### src/design/bamc_pkg.sv
// Package for the bank account modulus-11 check: field widths, digit weights,
// pipeline sizing and configuration register map.
// No dependencies.
package bamc_pkg;

  localparam int NUM_W  = 34;               // account number width
  localparam int NUM_IW = $clog2(NUM_W);    // bit index width
  localparam int RADIX  = 10;
  localparam int MAX_DIGITS = 10;

  // Binary-to-BCD conversion: input bits consumed per pipeline stage
  localparam int DD_STEPS  = 7;
  localparam int DD_STAGES = (NUM_W + DD_STEPS - 1) / DD_STEPS;

  // Weighted digit sum: at most 9 * (1+2+4+8+5+10+9+7+3+6) = 495
  localparam int SUM_W = 9;

  // Remainder by 11 through a reciprocal multiply: floor(s/11) == (s*373)>>12
  // holds for every s below 512.
  localparam int                MODULUS   = 11;
  localparam logic [SUM_W-1:0]  MOD_MUL   = 9'd373;
  localparam int                MOD_SHIFT = 12;
  localparam int                QUO_W     = 2 * SUM_W - MOD_SHIFT;

  localparam logic [3:0] WEIGHT [MAX_DIGITS] = '{
    4'd1, 4'd2, 4'd4, 4'd8, 4'd5, 4'd10, 4'd9, 4'd7, 4'd3, 4'd6
  };

  // Configuration port
  localparam int CFG_AW = 3;
  localparam int CFG_DW = 32;
  localparam logic REG_REPORT_INVALID = 1'b0;  // word index, paddr[2]

  // Largest number with the given count of decimal digits
  function automatic logic [NUM_W-1:0] num_limit(int digits);
    logic [NUM_W-1:0] lim;
    lim = NUM_W'(1);
    for (int i = 0; i < digits; i++) begin
      lim = lim * NUM_W'(RADIX);
    end
    return lim - NUM_W'(1);
  endfunction

endpackage

### src/design/bamc_if.sv
// Valid/ready channel interfaces for account numbers in and check results out.
// Depends on bamc_pkg.
interface bamc_in_if import bamc_pkg::*; ();
  logic             valid;
  logic             ready;
  logic [NUM_W-1:0] account_number;

  modport source (output valid, output account_number, input ready);
  modport sink   (input valid, input account_number, output ready);
endinterface

interface bamc_out_if import bamc_pkg::*; ();
  logic             valid;
  logic             ready;
  logic [NUM_W-1:0] number_echo;
  logic             is_valid;

  modport source (output valid, output number_echo, output is_valid, input ready);
  modport sink   (input valid, input number_echo, input is_valid, output ready);
endinterface

### src/design/bamc_cfg_regs.sv
// APB-style configuration register holding report_invalid.
// Depends on bamc_pkg.
module bamc_cfg_regs import bamc_pkg::*; (
  input  logic              clk,
  input  logic              rst_n,
  input  logic              psel,
  input  logic              penable,
  input  logic              pwrite,
  input  logic [CFG_AW-1:0] paddr,
  input  logic [CFG_DW-1:0] pwdata,
  output logic [CFG_DW-1:0] prdata,
  output logic              pready,
  output logic              report_invalid
);

  logic report_invalid_r;
  logic report_invalid_nxt;
  logic wr_hit;

  assign pready = 1'b1;
  assign wr_hit = psel && penable && pwrite && (paddr[2] == REG_REPORT_INVALID);

  always_comb begin
    report_invalid_nxt = report_invalid_r;
    if (wr_hit) begin
      report_invalid_nxt = pwdata[0];
    end
  end

  always_ff @(posedge clk) begin
    if (!rst_n) begin
      report_invalid_r <= 1'b1;
    end else begin
      report_invalid_r <= report_invalid_nxt;
    end
  end

  always_comb begin
    prdata = '0;
    if (paddr[2] == REG_REPORT_INVALID) begin
      prdata = CFG_DW'(report_invalid_r);
    end
  end

  assign report_invalid = report_invalid_r;

endmodule

### src/design/bamc_dd_stage.sv
// One stage of the pipelined binary-to-BCD converter (shift and add-3).
// Depends on bamc_pkg.
module bamc_dd_stage import bamc_pkg::*; #(
  parameter int DIGITS = 10,
  parameter int STG    = 0
) (
  input  logic                clk,
  input  logic                rst_n,
  input  logic                in_valid,
  output logic                in_ready,
  input  logic [NUM_W-1:0]    in_num,
  input  logic [4*DIGITS-1:0] in_bcd,
  output logic                out_valid,
  input  logic                out_ready,
  output logic [NUM_W-1:0]    out_num,
  output logic [4*DIGITS-1:0] out_bcd
);

  localparam int BW        = 4 * DIGITS;
  localparam int FIRST_BIT = NUM_W - 1 - STG * DD_STEPS;

  logic          valid_r;
  logic          valid_nxt;
  logic [NUM_W-1:0] num_r;
  logic [BW-1:0] bcd_r;
  logic [BW-1:0] bcd_nxt;
  logic          load;
  int            bi;

  // Consume up to DD_STEPS number bits, most significant first
  always_comb begin
    bcd_nxt = in_bcd;
    bi      = 0;
    for (int j = 0; j < DD_STEPS; j++) begin
      bi = FIRST_BIT - j;
      if (bi >= 0) begin
        for (int d = 0; d < DIGITS; d++) begin
          if (bcd_nxt[4*d +: 4] >= 4'd5) begin
            bcd_nxt[4*d +: 4] = bcd_nxt[4*d +: 4] + 4'd3;
          end
        end
        bcd_nxt = {bcd_nxt[BW-2:0], in_num[bi[NUM_IW-1:0]]};
      end
    end
  end

  assign in_ready = !valid_r || out_ready;
  assign load     = in_valid && in_ready;

  always_comb begin
    valid_nxt = valid_r;
    if (in_ready) begin
      valid_nxt = in_valid;
    end
  end

  always_ff @(posedge clk) begin
    if (!rst_n) begin
      valid_r <= 1'b0;
    end else begin
      valid_r <= valid_nxt;
    end
  end

  always_ff @(posedge clk) begin
    if (load) begin
      num_r <= in_num;
      bcd_r <= bcd_nxt;
    end
  end

  assign out_valid = valid_r;
  assign out_num   = num_r;
  assign out_bcd   = bcd_r;

endmodule

### src/design/bamc_check.sv
// Weighted digit sum, remainder by 11, range check and result register.
// Depends on bamc_pkg.
module bamc_check import bamc_pkg::*; #(
  parameter int               DIGITS = 10,
  parameter logic [NUM_W-1:0] LIMIT  = 34'd9999999999
) (
  input  logic                clk,
  input  logic                rst_n,
  input  logic                in_valid,
  output logic                in_ready,
  input  logic [NUM_W-1:0]    in_num,
  input  logic [4*DIGITS-1:0] in_bcd,
  input  logic                report_invalid,
  output logic                out_valid,
  input  logic                out_ready,
  output logic [NUM_W-1:0]    out_num,
  output logic                out_ok
);

  // Sum stage
  logic             sv_r;
  logic             sv_nxt;
  logic [SUM_W-1:0] sum_r;
  logic [SUM_W-1:0] sum_nxt;
  logic             inrange_r;
  logic [NUM_W-1:0] snum_r;
  logic             s_ready;

  // Result stage
  logic               ov_r;
  logic               ov_nxt;
  logic [NUM_W-1:0]   onum_r;
  logic               ook_r;
  logic [2*SUM_W-1:0] prod;
  logic [QUO_W-1:0]   quo;
  logic [SUM_W-1:0]   quo_x11;
  logic               ok;
  logic               keep;
  logic               o_ready;

  always_comb begin
    sum_nxt = '0;
    for (int i = 0; i < DIGITS; i++) begin
      sum_nxt = sum_nxt + SUM_W'(in_bcd[4*i +: 4]) * SUM_W'(WEIGHT[i]);
    end
  end

  assign o_ready  = !ov_r || out_ready;
  assign s_ready  = !sv_r || o_ready;
  assign in_ready = s_ready;

  always_comb begin
    sv_nxt = sv_r;
    if (s_ready) begin
      sv_nxt = in_valid;
    end
  end

  always_ff @(posedge clk) begin
    if (in_valid && s_ready) begin
      sum_r     <= sum_nxt;
      inrange_r <= (in_num <= LIMIT);
      snum_r    <= in_num;
    end
  end

  // Divisible by 11 when the sum equals 11 * floor(sum / 11)
  assign prod    = (2*SUM_W)'(sum_r) * (2*SUM_W)'(MOD_MUL);
  assign quo     = prod[MOD_SHIFT +: QUO_W];
  assign quo_x11 = SUM_W'(quo) * SUM_W'(MODULUS);
  assign ok      = inrange_r && (sum_r == quo_x11);
  assign keep    = ok || report_invalid;

  always_comb begin
    ov_nxt = ov_r;
    if (o_ready) begin
      ov_nxt = sv_r && keep;
    end
  end

  always_ff @(posedge clk) begin
    if (!rst_n) begin
      sv_r <= 1'b0;
      ov_r <= 1'b0;
    end else begin
      sv_r <= sv_nxt;
      ov_r <= ov_nxt;
    end
  end

  always_ff @(posedge clk) begin
    if (sv_r && o_ready) begin
      onum_r <= snum_r;
      ook_r  <= ok;
    end
  end

  assign out_valid = ov_r;
  assign out_num   = onum_r;
  assign out_ok    = ook_r;

  a_invalid_needs_report: assert property (@(posedge clk) disable iff (!rst_n)
    ov_r && !ook_r |-> report_invalid)
    else $error("invalid number delivered while report_invalid is clear");

  a_range_forces_invalid: assert property (@(posedge clk) disable iff (!rst_n)
    ov_r && (onum_r > LIMIT) |-> !ook_r)
    else $error("out-of-range number reported valid");

  a_zero_is_valid: assert property (@(posedge clk) disable iff (!rst_n)
    ov_r && (onum_r == '0) |-> ook_r)
    else $error("zero reported invalid");

  a_reset_clears: assert property (@(posedge clk)
    !rst_n |=> !ov_r && !sv_r)
    else $error("pipeline holds a word after reset");

endmodule

### src/design/bank_account_mod11_check_unit.sv
// Bank account modulus-11 check. Each account number word accepted on in_ch is
// converted to decimal digits by a pipelined shift-and-add-3 converter (five
// stages of seven number bits each, six in the last), the digits, least significant
// first, are weighted 1,2,4,8,5,10,9,7,3,6 and summed, and the number is valid when
// that sum is a multiple of 11 and the number has no more than DIGITS digits. A
// result word is registered through the five converter stages, the sum stage and
// the result register, the first of them loaded at the accepting edge; one number
// is accepted every cycle, with backpressure propagating stage by stage. With
// report_invalid (register 0, byte address 0, reset 1) cleared, invalid numbers are
// dropped and produce no result word. Write the register only while the pipeline is
// empty.
// Depends on bamc_pkg, bamc_if, bamc_cfg_regs, bamc_dd_stage, bamc_check.
module bank_account_mod11_check_unit import bamc_pkg::*; #(
  parameter int DIGITS = 10
) (
  input  logic              clk,
  input  logic              rst_n,
  bamc_in_if.sink           in_ch,
  bamc_out_if.source        out_ch,
  input  logic              psel,
  input  logic              penable,
  input  logic              pwrite,
  input  logic [CFG_AW-1:0] paddr,
  input  logic [CFG_DW-1:0] pwdata,
  output logic [CFG_DW-1:0] prdata,
  output logic              pready
);

  localparam int               BW    = 4 * DIGITS;
  localparam logic [NUM_W-1:0] LIMIT = num_limit(DIGITS);

  logic             report_invalid;

  // Converter chain: index 0 is the input side, DD_STAGES the check side
  logic             st_valid [DD_STAGES+1];
  logic             st_ready [DD_STAGES+1];
  logic [NUM_W-1:0] st_num   [DD_STAGES+1];
  logic [BW-1:0]    st_bcd   [DD_STAGES+1];

  bamc_cfg_regs u_cfg (
    .clk            (clk),
    .rst_n          (rst_n),
    .psel           (psel),
    .penable        (penable),
    .pwrite         (pwrite),
    .paddr          (paddr),
    .pwdata         (pwdata),
    .prdata         (prdata),
    .pready         (pready),
    .report_invalid (report_invalid)
  );

  // Feed the converter straight from the channel; BCD accumulator starts empty
  assign st_valid[0] = in_ch.valid;
  assign st_num[0]   = in_ch.account_number;
  assign st_bcd[0]   = '0;
  assign in_ch.ready = st_ready[0];

  for (genvar s = 0; s < DD_STAGES; s++) begin : g_dd
    bamc_dd_stage #(
      .DIGITS (DIGITS),
      .STG    (s)
    ) u_stage (
      .clk       (clk),
      .rst_n     (rst_n),
      .in_valid  (st_valid[s]),
      .in_ready  (st_ready[s]),
      .in_num    (st_num[s]),
      .in_bcd    (st_bcd[s]),
      .out_valid (st_valid[s+1]),
      .out_ready (st_ready[s+1]),
      .out_num   (st_num[s+1]),
      .out_bcd   (st_bcd[s+1])
    );
  end

  // Weigh the digits, reduce by 11, hold the result until taken
  bamc_check #(
    .DIGITS (DIGITS),
    .LIMIT  (LIMIT)
  ) u_check (
    .clk            (clk),
    .rst_n          (rst_n),
    .in_valid       (st_valid[DD_STAGES]),
    .in_ready       (st_ready[DD_STAGES]),
    .in_num         (st_num[DD_STAGES]),
    .in_bcd         (st_bcd[DD_STAGES]),
    .report_invalid (report_invalid),
    .out_valid      (out_ch.valid),
    .out_ready      (out_ch.ready),
    .out_num        (out_ch.number_echo),
    .out_ok         (out_ch.is_valid)
  );

endmodule
### src/flat_wrapper.sv
// flat-port wrapper written by rule: the top's interface ports become plain ports
module bank_account_mod11_check_unit_flat import bamc_pkg::*;
#(
  parameter int DIGITS = 10
)
  (clk, rst_n, psel, penable, pwrite, paddr, pwdata, prdata, pready, in_ch_valid, in_ch_account_number, in_ch_ready, out_ch_valid, out_ch_number_echo, out_ch_is_valid, out_ch_ready);
  bamc_in_if in_ch_i ();
  bamc_out_if out_ch_i ();
  input  logic clk;
  input  logic rst_n;
  input  logic psel;
  input  logic penable;
  input  logic pwrite;
  input  logic [CFG_AW-1:0] paddr;
  input  logic [CFG_DW-1:0] pwdata;
  output logic [CFG_DW-1:0] prdata;
  output logic pready;
  input wire logic [$bits(in_ch_i.valid)-1:0] in_ch_valid;
  input wire logic [$bits(in_ch_i.account_number)-1:0] in_ch_account_number;
  output wire logic [$bits(in_ch_i.ready)-1:0] in_ch_ready;
  output wire logic [$bits(out_ch_i.valid)-1:0] out_ch_valid;
  output wire logic [$bits(out_ch_i.number_echo)-1:0] out_ch_number_echo;
  output wire logic [$bits(out_ch_i.is_valid)-1:0] out_ch_is_valid;
  input wire logic [$bits(out_ch_i.ready)-1:0] out_ch_ready;
  assign in_ch_i.valid = in_ch_valid;
  assign in_ch_i.account_number = in_ch_account_number;
  assign in_ch_ready = in_ch_i.ready;
  assign out_ch_valid = out_ch_i.valid;
  assign out_ch_number_echo = out_ch_i.number_echo;
  assign out_ch_is_valid = out_ch_i.is_valid;
  assign out_ch_i.ready = out_ch_ready;
  bank_account_mod11_check_unit #(.DIGITS(DIGITS)) u_core (.clk(clk), .rst_n(rst_n), .in_ch(in_ch_i), .out_ch(out_ch_i), .psel(psel), .penable(penable), .pwrite(pwrite), .paddr(paddr), .pwdata(pwdata), .prdata(prdata), .pready(pready));
endmodule
### config.mk
export PLATFORM = sky130hd
export DESIGN_NAME = bank_account_mod11_check_unit_flat
export DESIGN_NICKNAME = d
export VERILOG_FILES = /design/src/design/bamc_pkg.sv /design/src/design/bamc_if.sv /design/src/design/bamc_cfg_regs.sv /design/src/design/bamc_dd_stage.sv /design/src/design/bamc_check.sv /design/src/design/bank_account_mod11_check_unit.sv /design/src/flat_wrapper.sv
export SDC_FILE = /design/constraint.sdc
export NUM_CORES = 1
export LEC_CHECK = 0
export ABC_AREA = 1
export BUFFER_PORTS_ARGS = -buffer_cell sky130_fd_sc_hd__buf_2
export CAP_MARGIN = 20
export CORE_UTILIZATION = 50
export CTS_CLUSTER_SIZE = 24
export DETAILED_ROUTE_END_ITERATION = 8
export GPL_ROUTABILITY_DRIVEN = 0
export GPL_TIMING_DRIVEN = 0
export PLACE_DENSITY = 0.73
export SYNTH_ARGS = -nofsm -noshare
export SYNTH_HDL_FRONTEND = slang
export SYNTH_SLANG_ARGS = --single-unit
### constraint.sdc
create_clock -name clk -period 8.6 [get_ports clk]
set_input_delay 0.86 -clock clk [delete_from_list [all_inputs] [get_ports clk]]
set_output_delay 0.86 -clock clk [all_outputs]
set_load 0.03 [all_outputs]
# ---- Word level (Yosys, flattened, before mapping)
# Cells that the tools add are included.
dict set report totals {
  reg_bits 441
  input_bits 76
  out_inout_bits 70
}
dict set report classes {
  addsub 294
  multipliers 8
  order_cmp 286
  eq_ne 1
  n_mux 286
  bitwise 1
  reduce_logical 27
}
# cell count
set ops {}
lappend ops {{4-bit by 3-bit >= comparator with 1-bit output (second input constant)} 275}
lappend ops {{4-bit by 2-bit adder with 4-bit output (second input constant)} 252}
lappend ops {{4-bit two-way mux} 252}
lappend ops {{3-bit two-way mux} 32}
lappend ops {{3-bit by 2-bit adder with 3-bit output (second input constant)} 23}
lappend ops {{34-bit <= comparator (second input constant)} 1}
lappend ops {{1-bit by 2-bit adder with 3-bit output (both inputs constant)} 9}
lappend ops {{1-bit by 3-bit >= comparator with 1-bit output (both inputs constant)} 9}
lappend ops {{4-bit by 3-bit multiplier with 7-bit output (second input constant)} 3}
lappend ops {{9-bit by 7-bit adder with 9-bit output} 2}
lappend ops {{9-bit by 8-bit adder with 9-bit output} 2}
lappend ops {{9-bit by 9-bit multiplier with 18-bit output (second input constant)} 1}
lappend ops {{1-bit logical AND} 12}
lappend ops {{4-bit by 2-bit multiplier with 6-bit output (second input constant)} 2}
lappend ops {{8-bit by 7-bit adder with 9-bit output} 1}
lappend ops {{9-bit by 6-bit adder with 9-bit output} 1}
lappend ops {{9-bit equality test} 1}
lappend ops {{6-bit by 4-bit multiplier with 9-bit output (second input constant)} 1}
lappend ops {{7-bit by 7-bit adder with 8-bit output} 1}
lappend ops {{1-bit logical OR} 8}
lappend ops {{4-bit by 4-bit multiplier with 8-bit output (second input constant)} 1}
lappend ops {{6-bit by 6-bit adder with 7-bit output} 1}
lappend ops {{1-bit zero test} 7}
lappend ops {{4-bit by 5-bit adder with 6-bit output} 1}
lappend ops {{4 further kinds} 5}

# ---- Longest topological paths before layout
dict set report depth {
  depth_word 14
  ltp_mapped 52
  depth_no_buf 52
}

# ---- By module
# A second synthesis with hierarchy kept.
dict set report hier_totals {
  hier_cells 7529
  area_unflattened_um2 52216.3
}
# module instances cells_each area_per_inst_um2 seq_area_each_um2
set by_module_without_submodules {}
lappend by_module_without_submodules {{bamc_dd_stage at u_core.g_dd[0].u_stage ...} 4 1406 9192.6 2212.1}
lappend by_module_without_submodules {{bamc_dd_stage at u_core.g_dd[4].u_stage} 1 1248 8343.0 2212.1}
lappend by_module_without_submodules {bamc_check 1 611 6789.0 2412.3}
lappend by_module_without_submodules {bamc_cfg_regs 1 45 310.3 20.0}
lappend by_module_without_submodules {bank_account_mod11_check_unit 1 1 3.8 0.0}

# ---- Least setup slack after synthesis
# Ideal clock, no wire load.
dict set report synth_timing {
  path_type {register to register}
  start {reg u_core.u_check.sum_r[3]}
  end {reg u_core.u_check.ov_r, in the netlist u_core.u_check.out_valid}
  setup_time_ns 0.070
  arrival_time_ns 6.129
  required_ns 8.530
  path_slack_ns 2.401
  path_stages_with_launch 34
  cell_sequence {edfxtp_1 > ha_1 > inv_1 > fa_1 > inv_1 > fa_1 > fa_1 > ha_1 > a21oi_1 > o21ai_0 > o21bai_1 > nand2_1 > nand2_1 > nand2_1 > nand2_1 > a21oi_1 > o21bai_1 > xor2_1 > ha_1 > inv_1 > fa_1 > inv_1 > ha_1 > a21oi_1 > o21ai_0 > nand2_1 > nand2_1 > a21oi_1 > xor2_1 > xnor2_1 > nand4_1 > nor2_1 > o21ai_0 > a21oi_1}
}
dict set report synth_via {
  elab_chain_len 6
}
# element line
set synth_lines {}
lappend synth_lines {{start: declaration} bamc_check.sv:23} ;# logic [SUM_W-1:0] sum_r;
lappend synth_lines {{start signal: assignment} bamc_check.sv:61} ;# sum_r <= sum_nxt;
lappend synth_lines {{9-bit by 9-bit multiplier with 18-bit output} bamc_check.sv:68} ;# assign prod = (2*SUM_W)'(sum_r) * (2*SUM_W)'(MOD_MUL);
lappend synth_lines {{6-bit by 4-bit multiplier with 9-bit output} bamc_check.sv:70} ;# assign quo_x11 = SUM_W'(quo) * SUM_W'(MODULUS);
lappend synth_lines {{9-bit equality test *} bamc_check.sv:71} ;# assign ok = inrange_r && (sum_r == quo_x11);
lappend synth_lines {{1-bit logical AND *} bamc_check.sv:71}
lappend synth_lines {{named net u_core.u_check.ok} bamc_check.sv:37} ;# logic ok;
lappend synth_lines {{1-bit logical OR *} bamc_check.sv:72} ;# assign keep = ok || report_invalid;
lappend synth_lines {{1-bit logical AND *} bamc_check.sv:77} ;# ov_nxt = sv_r && keep;
lappend synth_lines {{end signal: assignment} bamc_check.sv:87} ;# ov_r <= ov_nxt;
lappend synth_lines {{end: declaration} bamc_check.sv:30} ;# logic ov_r;
# The timed path passes the listed nets; every way through them passes the cells marked *.
# A chain may end at the register's enable or synchronous reset.

# ---- Worst setup path after layout
dict set report layout_timing {
  start {reg u_core.g_dd[0].u_stage.bcd_r[4]}
  end {reg u_core.g_dd[1].u_stage.bcd_r[9] (data pin)}
}
dict set report layout_via {
  elab_chain_len 14
}
# element line
set layout_lines {}
lappend layout_lines {{start: declaration} bamc_dd_stage.sv:25} ;# logic [BW-1:0] bcd_r;
lappend layout_lines {{start signal: assignment} bamc_dd_stage.sv:68} ;# bcd_r <= bcd_nxt;
lappend layout_lines {{4-bit by 2-bit adder with 4-bit output / 4-bit by 3-bit >= comparator with 1-bit output (equally long branches)} {bamc_dd_stage.sv:39, bamc_dd_stage.sv:38}}
lappend layout_lines {{4-bit two-way mux *} bamc_dd_stage.sv:38} ;# if (bcd_nxt[4*d +: 4] >= 4'd5) begin
lappend layout_lines {{4-bit by 2-bit adder with 4-bit output / 4-bit by 3-bit >= comparator with 1-bit output (equally long branches)} {bamc_dd_stage.sv:39, bamc_dd_stage.sv:38}}
lappend layout_lines {{4-bit two-way mux} bamc_dd_stage.sv:38}
lappend layout_lines {{4-bit by 2-bit adder with 4-bit output / 4-bit by 3-bit >= comparator with 1-bit output (equally long branches)} {bamc_dd_stage.sv:39, bamc_dd_stage.sv:38}}
lappend layout_lines {{4-bit two-way mux} bamc_dd_stage.sv:38}
lappend layout_lines {{4-bit by 3-bit >= comparator with 1-bit output / 4-bit by 2-bit adder with 4-bit output (equally long branches)} {bamc_dd_stage.sv:38, bamc_dd_stage.sv:39}}
lappend layout_lines {{4-bit two-way mux} bamc_dd_stage.sv:38}
lappend layout_lines {{4-bit by 2-bit adder with 4-bit output / 4-bit by 3-bit >= comparator with 1-bit output (equally long branches)} {bamc_dd_stage.sv:39, bamc_dd_stage.sv:38}}
lappend layout_lines {{4-bit two-way mux} bamc_dd_stage.sv:38}
lappend layout_lines {{4-bit by 2-bit adder with 4-bit output / 4-bit by 3-bit >= comparator with 1-bit output (equally long branches)} {bamc_dd_stage.sv:39, bamc_dd_stage.sv:38}}
lappend layout_lines {{4-bit two-way mux} bamc_dd_stage.sv:38}
lappend layout_lines {{4-bit by 2-bit adder with 4-bit output / 4-bit by 3-bit >= comparator with 1-bit output (equally long branches)} {bamc_dd_stage.sv:39, bamc_dd_stage.sv:38}}
lappend layout_lines {{4-bit two-way mux *} bamc_dd_stage.sv:38}
lappend layout_lines {{named net u_core.g_dd[1].u_stage.bcd_nxt[9]} bamc_dd_stage.sv:26} ;# logic [BW-1:0] bcd_nxt;
lappend layout_lines {{end signal: assignment} bamc_dd_stage.sv:68}
lappend layout_lines {{end: declaration} bamc_dd_stage.sv:25}
# Marked as above.

==> run_results.csv <==
group,metric,value,unit
timing,post-route-period-util,83.0,%
placed_design,hpwl_after_detailed_placement,47.6,mm
detailed_routing,firstDrtPassIters,5,
global_route,globalRouteTotalUtil,16.8,%
critical_path,cpPeakStageDelay,0.44,ns
detailed_routing,wire_per_inst,10.6,µm
detailed_routing,drt-vias-per-instance,4.76,
detailed_routing,drt_first_iter_violations,897,
critical_path,critPathRequiredTime,8.92,ns
final_layout,drive_gt1_share,12.9,%
timing,maxClockFrequency,140,MHz
timing,slew_violations,0,
final_layout,n_antenna_cell,0,
global_route,grt_antenna_before_repair,0,
run,drv_cap,0,
clock_network,clk_transition_reported_paths,0.06,ns
critical_path,timing.critical_path.from_type,"flop",
floorplan,starting_utilization_of_the_core_area,50.6,%
clock_network,cts_tree,"done",
detailed_routing,drt_drc_violations_left,0,
detailed_routing,detail_route.wirelength,59.1,mm
synth,post_synth_main_area_contributors,"edfxtp_1, ha_1, nand2_1, inv_1, fa_1",
timing,final.hold.worst_slack,0.411,ns
final_layout,fillCellCount,6272,
worst_hold_path,hold_path.class,"flop to flop",
floorplan,total_number_of_placement_rows,97,
synth,synthMostInstantiatedCell,"nand2_1",
synth,syn-instance-count,4419,
timing,timing.final.setup_violations,0,
synth,synthArstFlopShare,0,%
synth,synth_seq_area_share,32.2,%
global_route,grt_pass1_vias,24900,
synth,syn-cell-area,35500,µm²
timing,rsz_0062_raised_after_global_routing,"no",
timing,totalNegativeSetupSlack,0,ns
synth,post_synth.cell_area_avg,8.03,µm²
placed_design,dpl.cell_count,5477,
timing,worst-slew-pin-transition,0.918,ns
placed_design,place.port_buffers,80,
clock_network,cts_hold_buffers,0,
critical_path,criticalPathCategory,"flop to flop",
synth,ys.warnings.count,0,
outcome,run_status,"finished clean",
clock_network,clk_root_buffer_cell,"clkbuf_16",
floorplan,core_footprint,70100,µm²
clock_network,numCtsBuffers,42,
synth,synth_top_area_share,31.7,%
timing,period_minus_slack,7.13,ns
floorplan,floorplan.die_area,72100,µm²
floorplan,boundaryPins,146,
critical_path,path_max_fanout,5,
synth,synth_cell_types,63,
critical_path,crit_path_end_kind,"flop",
global_route,grt_max_degree,74,
detailed_routing,antenna_left,0,
synth,synth_top_flop_cell,"edfxtp_1",
final_layout,fin_cells,5553,
synth,synth_seq_cells,383,
synth,synth_edf_count,375,
global_route,grt_first_pass_wirelength,103,mm
final_layout,fin_util,55.3,%
floorplan,die_w,268,µm
critical_path,critPathArrivalTime,7.45,ns
clock_network,cts_max_path_buffers,3,
detailed_routing,vias,26400,
final_layout,area_growth,9.32,%
clock_network,h_tree_levels,2,
clock_network,clk_latency,0.58,ns
critical_path,cpMaxStageDelayCell,"edfxtp_1",
clock_network,cts.sinks,383,
floorplan,die_height,268,µm
synth,synth_top_cells_by_count,"nand2_1, inv_1, ha_1, edfxtp_1, nand3_1",
critical_path,worst_path_most_repeated_cell,"inv_1",
clock_network,cts_setup_buffers,0,
global_route,gr-total-overflow,0,
timing,clock-skew-final,0.0315,ns
final_layout,num-nets-final,5144,
timing,max_slew_margin,38.8,%
clock_network,post_cts_resize_count,0,
timing,report.final.hold_viol_count,0,
synth,synthDominantAreaCellType,"edfxtp_1",
-- path summary, 6_finish.rpt --
check                                           from  slack [ns]                                 end  cells after the start
setup / recovery   u_core.g_dd[0].u_stage.out_bcd[4]        1.47   u_core.g_dd[1].u_stage.out_bcd[9]                     40
hold / removal    u_core.g_dd[2].u_stage.out_num[21]        0.41  u_core.g_dd[3].u_stage.out_num[21]                      0
setup reg to reg   u_core.g_dd[0].u_stage.out_bcd[4]        1.47   u_core.g_dd[1].u_stage.out_bcd[9]                     40
hold reg to reg   u_core.g_dd[2].u_stage.out_num[21]        0.41  u_core.g_dd[3].u_stage.out_num[21]                      0
-- state kept, by name, indices dropped and copies added (netlist names) --
name	flops
u_core.g_dd.u_stage.out_num	170
u_core.g_dd.u_stage.out_bcd	126
u_core.u_check.out_num	34
u_core.u_check.snum_r	34
u_core.u_check.sum_r	9
u_core.g_dd.u_stage.out_valid	5
u_core.u_cfg.report_invalid	1
u_core.u_check.inrange_r	1
u_core.u_check.out_ok	1
u_core.u_check.out_valid	1
u_core.u_check.sv_r	1
-- worst max-delay path, delay by kind of cell, from the launching register on --
family | cells | cell delay [ns]
xor+xnor | 6 | 1.41
simple gates | 8 | 0.91
buf+inv | 10 | 0.92
flops | 1 | 0.44
compound gates | 8 | 1.57
fa+ha+maj | 8 | 1.62
-- routing by layer --
metal / global-route usage (%) / part of all wire, % / routed length (µm) / vias up
li1: - / - / - / 14300
met1: 19.2 / 44 / 26000 / 11800
met2: 32.6 / 52 / 30700 / 170
met3: 1.73 / 2.0 / 1160 / 82
met4: 4.47 / 2.0 / 1180 / 0
met5: 0 / 0 / 0 / -
-- per-stage QoR --
step	instance area, µm²	setup slack [ns]
4_1_cts	38800	1.47
3_5_place_dp	37400	1.50
3_3_place_gp	37200	1.64
2_1_floorplan	35600	2.40
5_1_grt	38800	0.764
6_report	38800	1.47
-- kinds of logic (layout without fill, tap and decap cells) --
| kind of cell | after synthesis | count (layout) | synth area share (%) |
|---|---|---|---|
| mux | 5 | 5 | 0.148 |
| xor+xnor | 157 | 157 | 4.40 |
| compound gates | 521 | 521 | 9.04 |
| flops | 383 | 383 | 32.2 |
| buf+inv | 1024 | 1188 | 11.2 |
| fa+ha+maj | 487 | 487 | 18.9 |
| simple gates | 1840 | 1840 | 24.2 |
| other cells | 2 | 32 | 0.0212 |
-- placed cells by master (no fill, tap or decap), types with 12 or more instances in the layout --
cell type and instances:
conb_1 32, nand2_1 946, nand3b_1 31, clkbuf_16 42, edfxtp_1 375, and2_4 15, nand4_1 36, o21ai_2 79
buf_4 32, nand3_1 287, a21o_1 18, nand2_4 32, xnor2_1 24, nand3_2 33, o21ai_0 141, ha_1 406
nor3_1 13, xor2_1 117, inv_1 933, o21ai_1 91, and2_1 28, nor2_1 250, buf_2 82, nand2_2 119
a21oi_1 122, fa_1 81, or2_2 12, inv_2 54
-- area by class of cell --
| cell class | instances | area, µm² | share of cell area (%) |
|---|---|---|---|
| clock inverter | 22 | 302 | 0.777 |
| sequential | 383 | 11400 | 29.4 |
| inverter | 990 | 3720 | 9.59 |
| tap | 940 | 1180 | 3.03 |
| clock buffer | 54 | 1130 | 2.90 |
| timing repair buffer | 88 | 568 | 1.46 |
| buffer | 34 | 250 | 0.645 |
| multi-input combinational | 3042 | 20200 | 52.2 |
Power is left out: the tool's default activity adds up to more than one toggle a clock period on the data nets, which glitch-free logic cannot reach.
